$ cat src/sv/mbc3_pkg.sv
// Package: shared types and constants of the MBC3 memory map.
package mbc3_pkg;

  localparam int RomBytesDef = 131072;
  localparam int PosW        = 21;
  localparam int ClrW        = 15;
  localparam int OamDepth    = 160;
  localparam int HramDepth   = 127;

  localparam logic [15:0] AddrJoyp    = 16'hFF00;
  localparam logic [15:0] AddrIf      = 16'hFF0F;
  localparam logic [15:0] AddrIe      = 16'hFFFF;
  localparam logic [15:0] AddrDma     = 16'hFF46;
  localparam logic [15:0] AddrPpuLo   = 16'hFF40;
  localparam logic [15:0] AddrPpuHi   = 16'hFF4B;
  localparam logic [15:0] AddrOamLo   = 16'hFE00;
  localparam logic [15:0] AddrOamHi   = 16'hFE9F;
  localparam logic [15:0] AddrHramLo  = 16'hFF80;
  localparam logic [15:0] AddrHramHi  = 16'hFFFE;

  localparam logic [7:0] JoypBase  = 8'hCF;
  localparam logic [7:0] IfMask    = 8'hE0;
  localparam logic [7:0] JoypKeep  = 8'h30;
  localparam logic [7:0] IrqJoyp   = 8'h10;
  localparam logic [3:0] RamEnKey  = 4'hA;
  localparam logic [7:0] OpenBus   = 8'hFF;

  typedef enum logic [1:0] {
    KIND_READ   = 2'd0,
    KIND_WRITE  = 2'd1,
    KIND_JOYPAD = 2'd2,
    KIND_LOAD   = 2'd3
  } kind_e;

  typedef struct packed {
    logic accept;
    logic dma_rd;
    logic dma_wr;
    logic clr_step;
    logic load_out;
  } cmd_t;

  typedef struct packed {
    logic is_dma;
    logic dma_last;
    logic clr_last;
  } sts_t;

endpackage

$ cat src/sv/mbc3_ctrl.sv
// Controller: sequences clearing, item execution, DMA copy and result beats.
module mbc3_ctrl (
  input  logic           clk_i,
  input  logic           rst_ni,
  input  logic           req_valid_i,
  output logic           req_ready_o,
  input  logic           rsp_ready_i,
  output logic           rsp_valid_o,
  input  mbc3_pkg::sts_t sts_i,
  output mbc3_pkg::cmd_t cmd_o
);
  import mbc3_pkg::*;

  typedef enum logic [2:0] {
    ST_CLEAR,
    ST_IDLE,
    ST_DMA_RD,
    ST_DMA_WR,
    ST_EXEC
  } state_e;

  state_e state_q;
  logic   out_valid_q;

  always_comb begin
    cmd_o          = '0;
    cmd_o.accept   = (state_q == ST_IDLE) && req_valid_i;
    cmd_o.dma_rd   = (state_q == ST_DMA_RD);
    cmd_o.dma_wr   = (state_q == ST_DMA_WR);
    cmd_o.clr_step = (state_q == ST_CLEAR);
    cmd_o.load_out = (state_q == ST_EXEC) && (!out_valid_q || rsp_ready_i);
  end

  assign req_ready_o = (state_q == ST_IDLE);
  assign rsp_valid_o = out_valid_q;

  always_ff @(posedge clk_i or negedge rst_ni) begin
    if (!rst_ni) begin
      state_q     <= ST_CLEAR;
      out_valid_q <= 1'b0;
    end else begin
      if (cmd_o.load_out) begin
        out_valid_q <= 1'b1;
      end else if (rsp_ready_i) begin
        out_valid_q <= 1'b0;
      end
      case (state_q)
        ST_CLEAR: begin
          if (sts_i.clr_last) state_q <= ST_IDLE;
        end
        ST_IDLE: begin
          if (cmd_o.accept) state_q <= sts_i.is_dma ? ST_DMA_RD : ST_EXEC;
        end
        ST_DMA_RD: state_q <= ST_DMA_WR;
        ST_DMA_WR: begin
          state_q <= sts_i.dma_last ? ST_EXEC : ST_DMA_RD;
        end
        ST_EXEC: begin
          if (cmd_o.load_out) state_q <= ST_IDLE;
        end
        default: state_q <= ST_IDLE;
      endcase
    end
  end

endmodule

$ cat config.mk
export PLATFORM = sky130hd
export DESIGN_NAME = mbc3_ctrl
export DESIGN_NICKNAME = d
export VERILOG_FILES = /design/src/sv/mbc3_pkg.sv /design/src/sv/mbc3_ctrl.sv
export SDC_FILE = /design/constraint.sdc
export NUM_CORES = 1
export LEC_CHECK = 0
export ABC_AREA = 0
export BUFFER_PORTS_ARGS = -buffer_cell sky130_fd_sc_hd__clkbuf_2
export CORE_AREA = 2 2 39 41
export CTS_CLUSTER_DIAMETER = 100
export DETAILED_ROUTE_END_ITERATION = 10
export DIE_AREA = 0 0 41 43
export SLEW_MARGIN = 0
export SYNTH_ARGS = -nofsm -noshare
export SYNTH_HDL_FRONTEND = slang
export SYNTH_SLANG_ARGS = --single-unit
export TNS_END_PERCENT = 1
$ cat constraint.sdc
create_clock -name clk_i -period 1.7 [get_ports clk_i]
set_clock_uncertainty 0.15 [all_clocks]
set_input_delay 0.17 -clock clk_i [delete_from_list [all_inputs] [get_ports clk_i]]
set_output_delay 0.17 -clock clk_i [all_outputs]
set_load 0.05 [all_outputs]
# After elaboration in Yosys (flattened, before gate mapping)
# Cells that the tools add are included.
# totals
register_bits	4
latchBits	0
mem_bits_rw	0
rom_bits	0
in_bits	7
out_inout_bits	7
n_memories	0
# classes
addsub	0
multipliers	0
div	0
n_lt_le_gt_ge	0
n_eq_ne	7
shift	0
muxes	8
bitwise	0
n_reduce_logical	7
# op_table
cell	count
2-to-1 mux 3 bit	5
one-hot mux 3 bit (5 select lines)	1
== test 3 x 2 -> 1 bit, second input constant	2
!= test 2 bit, second input constant	2
== test 3 x 1 -> 1 bit, second input constant	1
== test 3 bit, second input constant	1
zero test 3 bit	1
AND reduction 3 bit	1
logical AND 1 bit	2
2-to-1 mux 1 bit	2
!= test 2 x 1 -> 1 bit, second input constant	1
nonzero test 2 bit	1
zero test 1 bit	1
logical OR 1 bit	1

# Logic depth before layout (Yosys ltp)
# Gate-level depths: netlist of the first run.
# depth
word_depth	5
mapped_depth	4
mapped_depth_nobuf	3

# Least setup slack after synthesis of the first run
# Ideal clock, no wire load.
# synth_path
kind	register to output
startpoint	reg state_q[2]
endpoint	out cmd_o[4] (netlist name)
arrival_ns	1.552
path_slack_ns	-0.172
stages_incl_launch_ff	4
n_path_buf	0
path_cell_list	dfrtp_1 nand2b_1 nor2_2 and2_1
# synth_rtl
item	line	source
from (decl)	mbc3_ctrl.sv:22	state_e state_q;
from (signal assigned)	mbc3_ctrl.sv:52	if (cmd_o.accept) state_q <= sts_i.is_dma ? ST_DMA_RD : ST_EXEC;
from (signal assigned)	mbc3_ctrl.sv:56	state_q <= sts_i.dma_last ? ST_EXEC : ST_DMA_RD;
to (decl)	mbc3_ctrl.sv:10	output mbc3_pkg::cmd_t cmd_o

==> impl_results.rst, run 1 <==
.. list-table::
   :header-rows: 1

   * - Metric
     - Value
   * - Run status
     - finished, final reports clean
   * - Arrival time of data at the critical path endpoint
     - 1.26 ns
   * - Number of clock buffers inserted by TritonCTS
     - 3
   * - Width of the die
     - 41 µm
   * - Clock transition time at the flip-flop clock pins of the worst setup and hold paths
     - ~0.04 ns
   * - Final-layout fill cell count
     - around 160
   * - Cell types with the highest counts after synthesis
     - nor2_1, dfrtp_1, nand2b_1, nor3_1
   * - Placeable core area
     - 1380 µm²
   * - Fin nets
     - 53
   * - Number of enable flip-flop cells after synthesis
     - 0
   * - Final GP Congestion
     - between 0.7 and 0.8
   * - Area grow syn2layout
     - 53.5%
   * - Utilization after layout
     - 25.9%
   * - Remaining DRCs
     - 0
   * - Final critical-path required period
     - 1.58 ns
   * - Multi-input gate area
     - 125 µm²
   * - Vias in the first global route
     - 231
   * - Clock Sink Count
     - 4
   * - Avg Inst Size Synth
     - between 8 and 9 µm²
   * - Final worst-path cycle share
     - 92.9%
   * - Cell row count
     - 14
   * - Most frequently used cell type in the post-synthesis netlist
     - nor2_1
   * - Count of vias placed by the detailed router
     - 249
   * - Worst max-slew margin expressed relative to the limit
     - 81.6%
   * - Most used DFF post-synth
     - dfrtp_1
   * - Largest area contributor in the netlist
     - dfrtp_1
   * - Register Area
     - 103 µm²
   * - Number of nets with antenna violations after detailed routing
     - 0
   * - RSZ-0062 raised after global routing
     - false
   * - Cell at the root of the clock tree
     - clkbuf_4
   * - Die area
     - 1760 µm²
   * - GRT Overall Usage
     - 8.27%
   * - Highest clock frequency the design can meet
     - 633 MHz
   * - Flip-flop and latch count after synthesis
     - 4
   * - Wire per inst
     - 9.00 µm
   * - Element type at the critical path end
     - output port
   * - Number of different library cells in the post-synthesis netlist
     - 18
   * - Number of cells produced by synthesis
     - 27
   * - Antenna cell count
     - 0
   * - Required time of the worst setup path
     - 1.38 ns
   * - Final hold vios
     - 0
   * - Sequential element share of the synthesized area
     - 42.8%
   * - Startpoint of the most critical hold path
     - rsp_ready_i
   * - Synth Net Count
     - 34
   * - Critical path class
     - flip-flop to output port
   * - Global-route wire length before repair
     - 897 µm
   * - Worst setup slack for register-to-register paths
     - 0.53 ns
   * - Port buffer count
     - 13
   * - Initial DRT Pass Iterations
     - 4
   * - Largest net degree at the start of global routing
     - 10
   * - Sum of net half-perimeters after detailed placement
     - 425 µm
   * - End of the worst register-to-register path
     - state_q[0]
   * - Critical-path maximum fanout
     - 3
   * - Hold Crit Depth
     - 3
   * - Worst-case clock buffer depth
     - 2
   * - Number of cells on the worst reg-to-reg path
     - 2
   * - Initial Util
     - around 17%
   * - RR Startpoint
     - state_q[0]
   * - DR iter-0 viols
     - 5
   * - Post-synthesis instance area
     - 234 µm²
   * - Share of the synthesized area in the top cell type
     - a little over two fifths
   * - Type of origin of the critical path
     - flip-flop
   * - Global route overflow
     - 0
   * - Finish-stage setup viols
     - 0
   * - Max-slew violation count
     - 0
   * - Maximum level of the CTS H-tree
     - 1
   * - Yosys warns
     - 0
   * - Share of flip-flops with an asynchronous set or reset after synthesis
     - 100%
   * - Via density per instance
     - 4.15
   * - Vert. Die Dim
     - 43 µm
   * - Critical path origin
     - state_q[2]
   * - Number of max-cap violations
     - 0
   * - Worst Hold Endpoint
     - rsp_valid_o
   * - Skew-Pair Late Insertion Delay
     - around 0.24 ns
   * - Number of antenna violations at the first check in global routing
     - 0
   * - TritonCTS clock tree
     - done
   * - Share of cells above drive strength 1
     - roughly half
   * - Class of the tightest hold or removal check
     - input pin to flip-flop
   * - Top cells by area, synth
     - dfrtp_1, nor2_1, nand2b_1, buf_6, nor3_1
   * - Drt total wl
     - 540 µm
   * - I/O pin count
     - 14
   * - Pin slew with the least headroom to its limit
     - 0.278 ns
[how the worst max path moves through the flow]
stage | to | slack, ns | depth (start not counted)
floorplan | cmd_o[1] | -0.16 | 1
detailed placement | cmd_o[4] | 0.29 | 4
CTS | cmd_o[4] | 0.03 | 4
global placement | cmd_o[0] | 0.30 | 4
global route | cmd_o[0] | 0.02 | 4
finish | cmd_o[4] | 0.12 | 4
[layer usage]
metal | track usage (%) | vias to the layer above | wire (µm) | part of all wire (%)
li1 | - | 128 | - | -
met5 | 0 | - | 0 | 0
met3 | 1.57 | 3 | 37 | 6.9
met1 | 8.79 | 110 | 220 | 41
met2 | 10.6 | 8 | 260 | 48
met4 | 12.0 | 0 | 22 | 4.1
[cell families after synthesis]
| family | share of synthesized area, % |
|---|---|
| AOI/OAI and AO/OA | 21.4 |
| DFF | 42.8 |
| buffers and inverters | 6.42 |
| and+or+nand+nor | 29.4 |
[worst max-delay path: stages, from the launching register on]
cell and delay (ns):
dfrtp_1 0.36, nand2b_1 0.18, nor2_2 0.10, and2_2 0.13, buf_2 0.25
[registers in the layout (all words and copies together), names as in the netlist]
| register | count |
|---|---|
| state_q | 3 |
| rsp_valid_o | 1 |
[cell usage in the layout, fill, tap and decap left out, drive strengths merged]
| master | n |
|---|---|
| a21boi | 1 |
| a22oi | 1 |
| a41oi | 1 |
| and2 | 1 |
| buf | 2 |
| clkbuf | 15 |
| dfrtp | 4 |
| dlygate4sd3 | 1 |
| inv | 1 |
| nand2 | 1 |
| nand2b | 2 |
| nand3 | 1 |
| nor2 | 6 |
| nor2b | 1 |
| nor3 | 2 |
| o21a | 1 |
| o21ai | 2 |
| o31a | 1 |
[what timing repair did]
item / CTS / global route
setup endpoints to repair: 0 / 2
hold endpoints to repair: 4 / 0
resized for setup: 0 / 5
hold buffers: 1 / 0
setup buffers: 0 / 0
[per-stage QoR]
step | hold slack (ns) | instance area, µm² | setup WS (ns) | std cells | TNS [ns]
finish | 0.0879 | 359 | 0.121 | 60 | 0
global route | 0.105 | 359 | 0.0209 | 60 | 0
CTS | 0.0936 | 354 | 0.0300 | 60 | 0
detailed placement | -0.168 | 322 | 0.288 | 56 | 0
global placement | -0.170 | 322 | 0.304 | 56 | 0
floorplan | -0.276 | 240 | -0.158 | 27 | -0.286
[layout make-up]
class,instances,area share (%)
Timing Repair Buffer,15,23.7
Tap cell,16,5.57
Multi-Input combinational cell,21,34.8
Inverter,1,1.05
Sequential cell,4,28.6
Clock buffer,3,6.27
Power of run 1 is not shown: default switching activity piles up to over one toggle a cycle in this logic, so the estimate is an artifact.
==> run 2, diff against run 1 <==
- SLEW_MARGIN: 0 -> unset
- clock period: 1.7 -> 1.6 ns (I/O delays scaled with it)
==> run 2 against run 1 <==
Against the previous run:
- sequential share of layout area fell by 0.39 points
- routed wire length up 7.4%
- non-clock buffer count did not move
- hold slack gained 0.013 ns
- cell count unchanged
- global-route usage grew 0.60 points
- highest routed layer is now met3
- first-iteration DRC count shrank 60%
- setup slack got worse by 0.082 ns
- critical path type unchanged
- final area is 1.4% higher
- utilization increased by 0.36 points
- flip-flop and latch count unchanged
- critical path depth unchanged
==> impl_results.rst, run 2 (same netlist as run 1, synthesis figures left out) <==
.. list-table::
   :header-rows: 1

   * - Metric
     - Value
   * - Run status
     - finished, final reports clean
   * - Remaining DRCs
     - 0
   * - Final worst-path cycle share
     - between 90% and 100%
   * - Worst setup slack for register-to-register paths
     - 0.43 ns
   * - Largest net degree at the start of global routing
     - 10
   * - Area grow syn2layout
     - 55.6%
   * - Initial DRT Pass Iterations
     - 4
   * - Worst Hold Margin
     - 0.101 ns
   * - Vert. Die Dim
     - 43 µm
   * - Number of max-cap violations
     - 0
   * - Number of antenna violations at the first check in global routing
     - 0
   * - Arrival time of data at the critical path endpoint
     - ~1.3 ns
   * - Worst max-slew margin expressed relative to the limit
     - 81.5%
   * - Max reg flops
     - 3
   * - TritonCTS clock tree
     - done
   * - Clock transition time at the flip-flop clock pins of the worst setup and hold paths
     - 0.03 ns
   * - Port buffer count
     - 13
   * - Maximum level of the CTS H-tree
     - 1
   * - Max-slew violation count
     - 0
   * - Number of nets with antenna violations after detailed routing
     - 0
   * - Class of the tightest hold or removal check
     - input pin to flip-flop
   * - DR iter-0 viols
     - 2
   * - Global route overflow
     - 0
   * - Final hold vios
     - 0
   * - Highest clock frequency the design can meet
     - 641 MHz
   * - Cell at the root of the clock tree
     - clkbuf_4
   * - Via density per instance
     - 4.10
   * - Fin nets
     - 53
   * - Sum of net half-perimeters after detailed placement
     - 472 µm
   * - Number of cells on the worst reg-to-reg path
     - 2
   * - Critical path origin
     - state_q[0]
   * - Share of cells above drive strength 1
     - 50.0%
   * - Worst Setup EP
     - cmd_o[4]
   * - Antenna cell count
     - 0
   * - Width of the die
     - 41 µm
   * - Critical path class
     - flip-flop to output port
   * - Vias in the first global route
     - between 200 and 250
   * - Worst-case clock buffer depth
     - 2
   * - Element type at the critical path end
     - output port
   * - Finish-stage setup viols
     - 0
   * - I/O pin count
     - 14
   * - Placeable core area
     - approximately 1400 µm²
   * - Clock Sink Count
     - 4
   * - Final critical-path required period
     - 1.56 ns
   * - Commonest cells after routing, fill and taps aside
     - clkbuf_2, nor2_1, clkbuf_4
   * - RR Startpoint
     - state_q[0]
   * - Utilization after layout
     - 26.3%
   * - GRT Overall Usage
     - between 8 and 9%
   * - Critical-path maximum fanout
     - 8
   * - Count of vias placed by the detailed router
     - approximately 250
   * - Most frequent standard cell in the layout excluding fill and tap cells
     - clkbuf_2
   * - Drt total wl
     - 580 µm
   * - Pin slew with the least headroom to its limit
     - 0.279 ns
   * - Die area
     - 1760 µm²
   * - Wire per inst
     - 9.67 µm
   * - Biggest register
     - state_q
   * - Initial Util
     - 16.9%
   * - Required time of the worst setup path
     - 1.29 ns
   * - RSZ-0062 raised after global routing
     - true
   * - Cell row count
     - 14
   * - Type of origin of the critical path
     - flip-flop
   * - Number of clock buffers inserted by TritonCTS
     - 3
   * - End of the worst register-to-register path
     - state_q[0]
   * - Skew-Pair Late Insertion Delay
     - 0.23 ns
   * - Global-route wire length before repair
     - a little under 1 mm
   * - Final GP Congestion
     - 0.671
==> run 2: routing by layer <==
| metal | share of wire [%] | GRT usage [%] | vias to the layer above |
|---|---|---|---|
| met5 | 0 | 0 | - |
| met1 | 41 | 9.45 | 113 |
| met4 | 0 | 8.00 | 0 |
| met2 | 53 | 11.9 | 5 |
| li1 | - | - | 128 |
| met3 | 5.3 | 4.71 | 0 |
==> run 2: layout make-up <==
cell class | instances | area (µm²)
tap | 16 | 20.0
sequential | 4 | 103
inverter | 1 | 3.75
fill | 157 | 1020
timing repair buffer | 15 | 90.1
clock buffer | 3 | 22.5
multi-input combinational | 21 | 125
==> run 2: through the flow <==
step,TNS [ns],setup WS (ns),cell area [µm²],instances
final,0,0.0389,364,60
after global routing,-0.0330,-0.0330,364,60
after CTS,0,0.0180,360,60
after detailed placement,0,0.177,322,56
after global placement,0,0.178,322,56
after floorplan,-0.556,-0.248,240,27
==> run 2: repair_timing <==
item | 4_1_cts | 5_1_grt
gates resized for setup | 3 | 4
setup endpoints to repair | 2 | 5
hold buffers | 1 | 0
endpoints found under the hold margin | 4 | 0
cloned | 0 | 0
setup buffers | 0 | 0
==> run 2: critical path, cell delays in order, from the launching register on <==
cell,delay (ns)
dfrtp_2,0.44
nand2b_1,0.15
nor2_2,0.05
and2_2,0.18
clkbuf_4,0.20
==> run 2: worst min path at each step <==
| stage | startpoint | slack (ns) | end | cells past startpoint |
|---|---|---|---|---|
| after global placement | rst_ni | -0.18 | rsp_valid_o | 1 |
| after CTS | sts_i[0] | 0.10 | state_q[0] | 3 |
| after floorplan | rst_ni | -0.29 | rsp_valid_o | 0 |
| final | rsp_ready_i | 0.10 | rsp_valid_o | 3 |
| after detailed placement | rst_ni | -0.18 | state_q[1] | 1 |
| after global routing | rsp_ready_i | 0.11 | rsp_valid_o | 3 |
Power of run 2 is left out for the same reason.
==> run 3, diff against run 2 <==
- ABC_CLOCK_PERIOD_IN_PS: unset -> 1600
- PLACE_DENSITY_LB_ADDON: unset -> 0.1
==> run 3 against run 2 <==
Against the previous run:
- sequential share of layout area down 0.66 points
- clock-buffer cell count unchanged
- global-route usage up 0.39 points
- first-iteration DRC count down 50%
- hold slack worse by 0.020 ns
- highest routed layer unchanged
- largest cell class unchanged
- register-to-register slack worse by 0.03 ns
- utilization up 0.63 points
- routed wire length up 8.6%
- maximum frequency up 2.0%
- flip-flop and latch count unchanged
- critical path depth unchanged
- critical path type unchanged
==> impl_results.rst, run 3 (same netlist as run 1, synthesis figures left out) <==
.. list-table::
   :header-rows: 1

   * - Metric
     - Value
   * - Port buffer count
     - 13
   * - Area grow syn2layout
     - 59.4%
   * - Most Frequent Cell on Critical Path
     - nor2_1
   * - Initial Util
     - 16.9%
   * - Most frequent standard cell in the layout excluding fill and tap cells
     - clkbuf_2
   * - Final hold vios
     - 0
   * - Remaining DRCs
     - 0
   * - Final worst-path cycle share
     - 95.6%
   * - Arrival time of data at the critical path endpoint
     - 1.22 ns
   * - Vert. Die Dim
     - 43 µm
   * - Power density over cell area
     - 2530 nW/µm²
   * - Class of the tightest hold or removal check
     - input pin to flip-flop
   * - Cell at the slowest stage of the critical path
     - dfrtp_2
   * - Sequence of cells on the critical path
     - nor2_1, nand2_1, nor2_1, buf_6
   * - Worst-case clock buffer depth
     - 2
   * - Number of antenna violations at the first check in global routing
     - 0
   * - Die area
     - 1760 µm²
   * - Setup_tns
     - 0 ns
   * - Number of clock buffers inserted by TritonCTS
     - 3
   * - Worst max-slew margin expressed relative to the limit
     - about four fifths
   * - Worst path setup slack after routing
     - between 0.07 and 0.08 ns
   * - Initial DRT Pass Iterations
     - 4
   * - Max reg flops
     - 3
   * - Run status
     - finished, final reports clean
   * - TritonCTS clock tree
     - done
   * - Final critical-path required period
     - 1.53 ns
   * - Type of origin of the critical path
     - flip-flop
   * - CP bufs+invs
     - 1
   * - Number of max-cap violations
     - 0
   * - Placeable core area
     - 1380 µm²
   * - Global-route wire length before repair
     - 1.08 mm
   * - CP peak stage delay
     - about 0.46 ns
   * - Share of cells above drive strength 1
     - 52.3%
   * - Wire per inst
     - 10.5 µm
   * - RSZ-0062 raised after global routing
     - true
   * - Critical path class
     - flip-flop to output port
   * - Fin nets
     - 53
   * - DR iter-0 viols
     - 1
   * - Cell row count
     - 14
   * - Max-slew violation count
     - 0
   * - Clock transition time at the flip-flop clock pins of the worst setup and hold paths
     - about 0.040 ns
   * - Buffer count from post-CTS setup fixing
     - 0
   * - Clock Sink Count
     - 4
   * - Kind of cell with the highest combined delay on the critical path
     - flip-flops
   * - Worst IR drop on VDD
     - around 1100 µV
   * - Width of the die
     - 41 µm
   * - Via density per instance
     - about 4.3
   * - Final GP Congestion
     - 0.689
   * - Required time of the worst setup path
     - 1.29 ns
   * - Cell at the root of the clock tree
     - clkbuf_4
   * - Pin slew with the least headroom to its limit
     - 0.275 ns
   * - Leakage
     - approximately 0.18 nW
   * - Skew-Pair Late Insertion Delay
     - around 0.23 ns
   * - Number of nets with antenna violations after detailed routing
     - 0
   * - Largest net degree at the start of global routing
     - 10
   * - Vias in the first global route
     - 240
   * - Highest clock frequency the design can meet
     - approximately 650 MHz
   * - I/O pin count
     - 14
   * - Critical-path maximum fanout
     - 8
   * - Commonest cells after routing, fill and taps aside
     - clkbuf_2, nor2_1, clkbuf_4
   * - Finish-stage setup viols
     - 0
   * - Antenna cell count
     - 0
   * - Biggest register
     - state_q
   * - Worst setup slack before clock tree synthesis
     - between 0.15 and 0.2 ns
   * - Global route overflow
     - 0
   * - Element type at the critical path end
     - output port
   * - Maximum level of the CTS H-tree
     - 1
   * - GRT Overall Usage
     - 9.26%
   * - Count of vias placed by the detailed router
     - 258
   * - Drt total wl
     - between 600 and 700 µm
   * - Sum of net half-perimeters after detailed placement
     - 507 µm
==> run 3: cell types whose count changed in the layout (fill, tap and decap cells not counted), sizes merged <==
cell,change
clkbuf,-2
buf,+2
==> run 3: timing repair <==
action                                  CTS  global route
gates resized for setup                   3             6
endpoints found under the setup margin    2             5
hold buffers                              1             0
hold endpoints to repair                  4             0
pin swaps                                 0             0
==> run 3: path summary, 6_finish.rpt <==
check                            start           to  slack [ns]  cells past startpoint
setup / recovery            state_q[0]     cmd_o[0]        0.07                      4
min in group asynchronous       rst_ni  rsp_valid_o        0.12                      2
max in group asynchronous       rst_ni   state_q[0]        1.03                      2
setup reg to reg            state_q[0]   state_q[0]        0.40                      2
hold reg to reg             state_q[2]   state_q[1]        0.42                      2
hold / removal             rsp_ready_i  rsp_valid_o        0.08                      3
==> run 3: worst register-to-register path, delay by kind of cell (launching register included) <==
family / cells / cell delay, ns
AO/OA/AOI/OAI: 2 / 0.48
flip-flops: 1 / 0.46
==> run 3: layer usage <==
metal  vias to the layer above  track usage [%]  wire length [µm]
li1                        127                -                 -
met5                         -                0                 0
met1                       119             12.3               293
met3                         0             3.14                38
met2                        12             12.2               298
met4                         0             6.00                 0
==> run 3: final cells by class <==
| type | count | area [µm²] |
|---|---|---|
| Multi-Input combinational cell | 21 | 133 |
| Tap cell | 16 | 20.0 |
| Sequential cell | 4 | 103 |
| Inverter | 1 | 3.75 |
| Clock buffer | 3 | 22.5 |
| Fill cell | 157 | 1010 |
| Timing Repair Buffer | 15 | 91.3 |
==> run 3: report_power, final <==
| part | internal (W) | switching (W) |
|---|---|---|
| registers | 0.000150 | 0.0000752 |
| logic | 0.000184 | 0.000408 |
| clock network | 0.0000840 | 0.0000421 |
==> run 3: per-stage QoR <==
stage	power (W)	utilization [%]	hold slack [ns]	instance area, µm²	cells
5_1_grt	0.00102	26.9	0.108	373	60
2_1_floorplan	0.000672	-	-0.286	240	27
3_5_place_dp	0.000779	23.2	-0.169	322	56
4_1_cts	0.000925	26.0	0.0789	360	60
3_3_place_gp	0.000777	23.2	-0.175	322	56
6_report	0.000944	26.9	0.0818	373	60
Note: power is estimated with default switching activity, not from simulation.
